## src/hdl/class_preferring_ticket_queue_top_macros.svh

```systemverilog
// assertion helpers for the ticket queue
`ifndef CLASS_PREFERRING_TICKET_QUEUE_TOP_MACROS_SVH
`define CLASS_PREFERRING_TICKET_QUEUE_TOP_MACROS_SVH

// same-cycle implication
`define CPTQ_ASSERT_NOW(label, ante, cons, msg) \
  label: assert property (@(posedge clk) disable iff (rst) (ante) |-> (cons)) else $error(msg);

// next-cycle implication
`define CPTQ_ASSERT_NEXT(label, ante, cons, msg) \
  label: assert property (@(posedge clk) disable iff (rst) (ante) |=> (cons)) else $error(msg);

`endif

```

## src/hdl/cptq_pkg.sv

```systemverilog
package cptq_pkg;

  localparam int QUEUE_DEPTH = 16;
  localparam int IDX_W       = (QUEUE_DEPTH > 1) ? $clog2(QUEUE_DEPTH) : 1;
  localparam int OCC_W       = $clog2(QUEUE_DEPTH + 1);

  localparam int CLASS_W  = 8;
  localparam int SERVER_W = 4;
  localparam int TICKET_W = 16;
  localparam int STATUS_W = 2;

  localparam int IN_DATA_W  = 16;
  localparam int OUT_DATA_W = 32;
  localparam int CFG_DATA_W = 8;

  localparam logic [TICKET_W-1:0] TICKET_RESET    = 16'd1;
  localparam logic [SERVER_W-1:0] PREF_SERVER_RST = 4'd1;
  localparam logic [CLASS_W-1:0]  PRIO_CLASS_RST  = 8'd80;

  typedef enum logic {
    OP_INSERT = 1'b0,
    OP_CALL   = 1'b1
  } op_t;

  typedef enum logic [STATUS_W-1:0] {
    ST_INSERTED = 2'd0,
    ST_SERVED   = 2'd1,
    ST_EMPTY    = 2'd2,
    ST_FULL     = 2'd3
  } status_t;

  typedef enum logic {
    CFG_PREF_SERVER = 1'b0,
    CFG_PRIO_CLASS  = 1'b1
  } cfg_idx_t;

  typedef struct packed {
    logic load;
    logic commit;
  } cptq_cmd_t;

  typedef struct packed {
    logic             full;
    logic             empty;
    logic [OCC_W-1:0] occ;
  } cptq_stat_t;

endpackage

```

## src/hdl/cptq_ctrl.sv

```systemverilog
module cptq_ctrl
  import cptq_pkg::*;
(
  input  logic      clk,
  input  logic      rst,
  input  logic      in_valid,
  output logic      in_ready,
  output logic      out_valid,
  input  logic      out_ready,
  output cptq_cmd_t cmd
);

  typedef enum logic {
    S_IDLE,
    S_EXEC
  } state_t;

  state_t state;

  assign in_ready   = (state == S_IDLE);
  assign cmd.load   = in_valid && in_ready;
  assign cmd.commit = (state == S_EXEC) && (!out_valid || out_ready);

  always_ff @(posedge clk) begin
    if (rst) begin
      state     <= S_IDLE;
      out_valid <= 1'b0;
    end else begin
      case (state)
        S_IDLE: begin
          if (cmd.load) begin
            state <= S_EXEC;
          end
        end
        S_EXEC: begin
          if (cmd.commit) begin
            state <= S_IDLE;
          end
        end
        default: begin
          state <= S_IDLE;
        end
      endcase
      if (cmd.commit) begin
        out_valid <= 1'b1;
      end else if (out_ready) begin
        out_valid <= 1'b0;
      end
    end
  end

endmodule

```

## src/hdl/cptq_datapath.sv

```systemverilog
module cptq_datapath
  import cptq_pkg::*;
(
  input  logic                  clk,
  input  logic                  rst,
  input  cptq_cmd_t             cmd,
  input  logic                  in_op,
  input  logic [CLASS_W-1:0]    in_class,
  input  logic [SERVER_W-1:0]   in_server,
  input  logic                  cfg_we,
  input  logic                  cfg_addr,
  input  logic [CFG_DATA_W-1:0] cfg_wdata,
  output status_t               res_status,
  output logic [CLASS_W-1:0]    res_class,
  output logic [TICKET_W-1:0]   res_ticket,
  output logic [SERVER_W-1:0]   res_by,
  output cptq_stat_t            stat
);

  logic [CLASS_W-1:0]  slot_class  [QUEUE_DEPTH];
  logic [TICKET_W-1:0] slot_ticket [QUEUE_DEPTH];
  logic [OCC_W-1:0]    occ;
  logic [TICKET_W-1:0] next_ticket;
  logic [SERVER_W-1:0] pref_server;
  logic [CLASS_W-1:0]  prio_class;

  op_t                 req_op;
  logic [CLASS_W-1:0]  req_class;
  logic [SERVER_W-1:0] req_server;
  logic [IDX_W-1:0]    req_pick;
  logic [CLASS_W-1:0]  req_pick_class;
  logic [TICKET_W-1:0] req_pick_ticket;

  logic [QUEUE_DEPTH-1:0] match;
  logic [IDX_W-1:0]       pick;
  logic                   full;
  logic                   empty;

  assign full  = (occ == OCC_W'(QUEUE_DEPTH));
  assign empty = (occ == '0);

  assign stat.full  = full;
  assign stat.empty = empty;
  assign stat.occ   = occ;

  // priority class match over the live slots
  always_comb begin
    for (int i = 0; i < QUEUE_DEPTH; i++) begin
      match[i] = (slot_class[i] == prio_class) && (OCC_W'(i) < occ);
    end
  end

  // oldest match wins, slot 0 when not preferred or no match
  always_comb begin
    pick = '0;
    if (in_server == pref_server) begin
      for (int i = QUEUE_DEPTH - 1; i >= 0; i--) begin
        if (match[i]) begin
          pick = IDX_W'(i);
        end
      end
    end
  end

  always_ff @(posedge clk) begin
    if (rst) begin
      pref_server <= PREF_SERVER_RST;
      prio_class  <= PRIO_CLASS_RST;
    end else if (cfg_we) begin
      case (cfg_idx_t'(cfg_addr))
        CFG_PREF_SERVER: pref_server <= cfg_wdata[SERVER_W-1:0];
        CFG_PRIO_CLASS:  prio_class  <= cfg_wdata[CLASS_W-1:0];
        default: begin
        end
      endcase
    end
  end

  always_ff @(posedge clk) begin
    if (cmd.load) begin
      req_op          <= op_t'(in_op);
      req_class       <= in_class;
      req_server      <= in_server;
      req_pick        <= pick;
      req_pick_class  <= slot_class[pick];
      req_pick_ticket <= slot_ticket[pick];
    end
  end

  always_ff @(posedge clk) begin
    if (rst) begin
      occ         <= '0;
      next_ticket <= TICKET_RESET;
    end else if (cmd.commit) begin
      if (req_op == OP_INSERT) begin
        if (!full) begin
          occ         <= occ + 1'b1;
          next_ticket <= next_ticket + 1'b1;
        end
      end else if (!empty) begin
        occ <= occ - 1'b1;
      end
    end
  end

  // slot row: append at tail, collapse forward from the picked slot
  always_ff @(posedge clk) begin
    if (cmd.commit) begin
      if (req_op == OP_INSERT) begin
        if (!full) begin
          slot_class[occ[IDX_W-1:0]]  <= req_class;
          slot_ticket[occ[IDX_W-1:0]] <= next_ticket;
        end
      end else if (!empty) begin
        for (int i = 0; i < QUEUE_DEPTH - 1; i++) begin
          if (IDX_W'(i) >= req_pick) begin
            slot_class[i]  <= slot_class[i+1];
            slot_ticket[i] <= slot_ticket[i+1];
          end
        end
      end
    end
  end

  always_ff @(posedge clk) begin
    if (cmd.commit) begin
      if (req_op == OP_INSERT) begin
        res_by    <= '0;
        res_class <= req_class;
        if (full) begin
          res_status <= ST_FULL;
          res_ticket <= '0;
        end else begin
          res_status <= ST_INSERTED;
          res_ticket <= next_ticket;
        end
      end else begin
        res_by <= req_server;
        if (empty) begin
          res_status <= ST_EMPTY;
          res_class  <= '0;
          res_ticket <= '0;
        end else begin
          res_status <= ST_SERVED;
          res_class  <= req_pick_class;
          res_ticket <= req_pick_ticket;
        end
      end
    end
  end

endmodule

```

## src/hdl/class_preferring_ticket_queue_top.sv

```systemverilog
// class preferring ticket queue
// s_tuser carries the operation (insert or call), s_tdata the class code and
// the calling server. every transfer in gives exactly one result transfer on
// m_tuser (status) and m_tdata (class, ticket, server).
// the config port writes the preferred server (index 0) and the priority
// class code (index 1); write only while the queue is idle.
// an item passes through the transfer, where the priority class match and
// priority encoder over the 16 slots run, and then the execute state, where
// the slot row appends or collapses and the result register loads.
// m_tvalid rises when the result register loads; a new item is taken only
// once the last one has left the execute state.
// the result register parts the two sides: a new item is taken while a
// result waits, but its execute state holds until the result register frees.
// reset empties the queue, sets the next ticket to 1 and restores the
// register defaults; slot contents need no clearing.
module class_preferring_ticket_queue_top
  import cptq_pkg::*;
(
  input  logic                  clk,
  input  logic                  rst,
  input  logic                  s_tvalid,
  output logic                  s_tready,
  input  logic [IN_DATA_W-1:0]  s_tdata,   // class_code[7:0], server_id[11:8]
  input  logic                  s_tuser,   // op[0]
  output logic                  m_tvalid,
  input  logic                  m_tready,
  output logic [OUT_DATA_W-1:0] m_tdata,   // served_class[7:0], served_ticket[23:8],
                                           // served_by[27:24]
  output logic [STATUS_W-1:0]   m_tuser,   // status[1:0]
  input  logic                  cfg_we,
  input  logic                  cfg_addr,
  input  logic [CFG_DATA_W-1:0] cfg_wdata
);

  localparam int OUT_PAD_W = OUT_DATA_W - CLASS_W - TICKET_W - SERVER_W;

  cptq_cmd_t           cmd;
  cptq_stat_t          stat;
  status_t             res_status;
  logic [CLASS_W-1:0]  res_class;
  logic [TICKET_W-1:0] res_ticket;
  logic [SERVER_W-1:0] res_by;

  cptq_ctrl u_ctrl (
    .clk       (clk),
    .rst       (rst),
    .in_valid  (s_tvalid),
    .in_ready  (s_tready),
    .out_valid (m_tvalid),
    .out_ready (m_tready),
    .cmd       (cmd)
  );

  cptq_datapath u_datapath (
    .clk        (clk),
    .rst        (rst),
    .cmd        (cmd),
    .in_op      (s_tuser),
    .in_class   (s_tdata[CLASS_W-1:0]),
    .in_server  (s_tdata[CLASS_W+SERVER_W-1:CLASS_W]),
    .cfg_we     (cfg_we),
    .cfg_addr   (cfg_addr),
    .cfg_wdata  (cfg_wdata),
    .res_status (res_status),
    .res_class  (res_class),
    .res_ticket (res_ticket),
    .res_by     (res_by),
    .stat       (stat)
  );

  assign m_tuser = res_status;
  assign m_tdata = {{OUT_PAD_W{1'b0}}, res_by, res_ticket, res_class};

`include "class_preferring_ticket_queue_top_macros.svh"

  `CPTQ_ASSERT_NOW(a_occ_bound, 1'b1, stat.occ <= OCC_W'(QUEUE_DEPTH), "occupancy above depth")
  `CPTQ_ASSERT_NEXT(a_result_held, m_tvalid && !m_tready, m_tvalid && $stable(m_tdata) && $stable(m_tuser), "result changed while stalled")
  `CPTQ_ASSERT_NEXT(a_served_result, cmd.commit && !stat.empty && $past(s_tuser && cmd.load), m_tvalid && (m_tuser == ST_SERVED), "call on non-empty queue not served")
  `CPTQ_ASSERT_NOW(a_no_load_in_exec, cmd.commit, !cmd.load, "item taken during execute")

endmodule
```

## config.mk

```make
export PLATFORM = sky130hd
export DESIGN_NAME = class_preferring_ticket_queue_top
export DESIGN_NICKNAME = d
export VERILOG_FILES = /design/src/hdl/cptq_pkg.sv /design/src/hdl/cptq_ctrl.sv /design/src/hdl/cptq_datapath.sv /design/src/hdl/class_preferring_ticket_queue_top.sv
export VERILOG_INCLUDE_DIRS = /design/src /design/src/hdl
export SDC_FILE = /design/constraint.sdc
export NUM_CORES = 1
export LEC_CHECK = 0
export BUFFER_PORTS_ARGS = -buffer_cell sky130_fd_sc_hd__buf_2
export CAP_MARGIN = 30
export CORE_MARGIN = 3
export CORE_UTILIZATION = 43
export DETAILED_ROUTE_END_ITERATION = 6
export PLACE_DENSITY = 0.66
export SKIP_LAST_GASP = 1
export SYNTH_ARGS = -nofsm -noshare
export SYNTH_HDL_FRONTEND = slang
export SYNTH_SLANG_ARGS = --single-unit
export TNS_END_PERCENT = 20
```

## constraint.sdc

```tcl
create_clock -name clk -period 12.4 [get_ports clk]
set_input_delay 2.48 -clock clk [delete_from_list [all_inputs] [get_ports clk]]
set_output_delay 2.48 -clock clk [all_outputs]
set_load 0.01 [all_outputs]
```

==> out/results.tsv <==
metric	value	unit
startpoint_type	flip-flop	
worst-path-max-fanout	54	
dr.first_iter.drc_count	1882	
post-place-ws	5940	ps
ir_drop	0.0941	mV
synth_edf_count	455	
wl	74.2	mm
ios	67	
powerDensity	128	nW/um^2
clk_latency	620	ps
place_hpwl	45.4	mm
die_height	252	um
grt_overflow	0	
first_global_vias	18200	
routedWlPerCell	24.2	um
netlist_instances	2281	
use_met2	36.8	%
worst_pin_slew	1050	ps
ys_seq_area_share	55.1	%
hp-class	reg -> reg	
period_minus_slack	6100	ps
post_cts_buffers	0	
fmaxAchievable	164	MHz
outcome	finished clean	
gp_congestion	0.868	
min_period_over_period	49.2	%
io_buffers	58	
viasPerCell	6.05	
die_area	63600	sq um
clkPwrFrac	40.4	%
clock-sinks	490	
ys_warn_count	0	
synth_ff_type	edfxtp_1	
cts.hold.buffers_added	0	
timing_worst_setup_path_type	reg -> reg	
final-seq-area	14400	sq um
cts-resized-gates	0	
slew-limit-headroom	29.8	%
fp-row-count	89	
vias	18500	
layout-drive-gt1-share	20.0	%
path_clk_slew	60	ps
syn_area	26100	sq um
holdPathStages	2	
avgSynthCellArea	11.4	sq um
layout_commonest_cell	edfxtp_1	
clk_path_buf_depth	3	
tns	0	ps
cts_inserted_buffers	50	
internal-power	2.81	mW
setup_viol	0	
maxCapViolCount	0	
multiInputGateArea	10600	sq um
synth_cell_types	60	
first_pass_iters	6	
die_w	252	um
p_switching	0.875	mW
postSynthRegisterBits	490	
rsz0062_at_grt	no	
diodes	0	
start_util	43.8	%
grt_pass1_wl	112	mm
comb_power_share	7.7	%
syn_to_final_growth	9.94	%
cp-end-kind	flip-flop	
sw_frac_of_total	23.8	%
n_fill_cell	5310	
required	12730	ps
met3_usage	3.73	%
grt-busiest-layer	met2	
cellLeakagePower	10.2	nW
layout_common_cells	edfxtp_1 (455), nand2_1 (330), mux2_2 (243)	
track_usage	23.1	%
hold_violations	0	
htreeDepth	2	
r2r_cells	12	
drtAntennaViolNets	0	
core_area	59500	sq um
cts_tree	done	
drc	0	
slew_viol_final	0	
fin_skew	23.1	ps
cts_root_buf	clkbuf_16	
fin_ws	6300	ps
synthArstFlopShare	0	%
power_frac_seq	52.0	%
grt_max_degree	98	
antenna_found_initial	2	
fin_nets	2283	
critPathArrivalTime	6430	ps
grt_use_met1	31.8	%
-- per-layer routing --
metal  up-vias  share of wire, %
met5         -             0.018
met4         2               3.8
met3       174               7.8
met2       819                46
met1      9216                42
li1       8304                 -
-- cell usage after synthesis (all sizes together), types with 49 or more instances --
master / n / area, sq um
inv: 84 / 315
buf: 59 / 402
xor2: 63 / 552
o211ai: 104 / 781
o21ai: 175 / 876
a21oi: 49 / 249
nand2: 330 / 1240
mux2: 262 / 2950
edfxtp: 455 / 13700
xnor2: 84 / 736
clkbuf: 146 / 548
nor2: 57 / 214
-- path summary, 6_finish.rpt --
check | to | startpoint | slack, ps
max reg2reg | u_datapath.req_pick_class[7] | u_datapath.occ[4] | 6300
min reg2reg | u_datapath.prio_class[2] | u_datapath.prio_class[2] | 460
max | u_datapath.req_pick_class[7] | u_datapath.occ[4] | 6300
min | u_datapath.prio_class[2] | u_datapath.prio_class[2] | 460
-- logic make-up (layout without fill, tap and decap cells) --
kind of cell / Yosys count / after routing / share of synthesized area [%]
and+or+nand+nor: 596 / 596 / 10.6
DFF: 490 / 490 / 55.1
AOI/OAI and AO/OA: 446 / 446 / 11.2
muxes: 306 / 306 / 13.0
buffers and inverters: 289 / 292 / 4.85
xor gates and xnor gates: 147 / 147 / 4.94
adders and majority gates: 6 / 6 / 0.288
other: 1 / 4 / 0.0144
-- cell type report --
class | count | share of cell area [%]
clock buffers | 67 | 4.73
flip-flops and latches | 490 | 50.1
well taps | 773 | 3.37
inverters | 84 | 1.10
multi-input cells | 1505 | 37.0
clock inverters | 26 | 0.821
repair buffers | 115 | 2.85
-- metrics by stage --
step                cell area (sq um)  hold WS, ps  total power [mW]  util [%]  std cells
floorplan                       26100          406              2.12         -       2284
global placement                26900          451              2.22      45.3       2962
detailed placement              27000          456              2.23      45.4       2965
CTS                             28600          465              3.70      48.1       3058
global route                    28700          504              3.80      48.2       3060
finish                          28700          464              3.68      48.2       3060
-- power by group through the flow --
stage | logic [mW] | clock network, mW | registers (mW)
5_1_grt | 0.304 | 1.57 | 1.92
6_report | 0.282 | 1.49 | 1.91
3_3_place_gp | 0.272 | 0 | 1.94
2_1_floorplan | 0.189 | 0 | 1.93
4_1_cts | 0.280 | 1.51 | 1.91
3_5_place_dp | 0.279 | 0 | 1.95
-- critical path: stages, from the launching register on --
cell and delay (ps):
dfxtp_1 740, nor3_2 230, or3_1 430, nor4_2 580, nor4b_1 240, a211oi_4 490
buf_4 710, o21a_4 700, buf_4 500, buf_16 310, mux2_2 370, o21ai_0 280
nand3_1 120
-- sequential cells by signal, summed over array words and instances, names as in the netlist --
name / cells
u_datapath.req_server: 4
u_ctrl.state: 1
u_datapath.res_by: 4
u_datapath.slot_class: 128
u_datapath.req_pick: 4
u_datapath.occ: 5
u_datapath.res_status: 2
u_datapath.req_op: 1
u_datapath.next_ticket: 16
u_datapath.slot_ticket: 256
u_datapath.req_pick_ticket: 16
u_datapath.res_ticket: 16
u_datapath.req_class: 8
u_datapath.pref_server: 4
u_datapath.prio_class: 8
u_ctrl.out_valid: 1
u_datapath.res_class: 8
u_datapath.req_pick_class: 8
(Power assumes the default switching activity.)
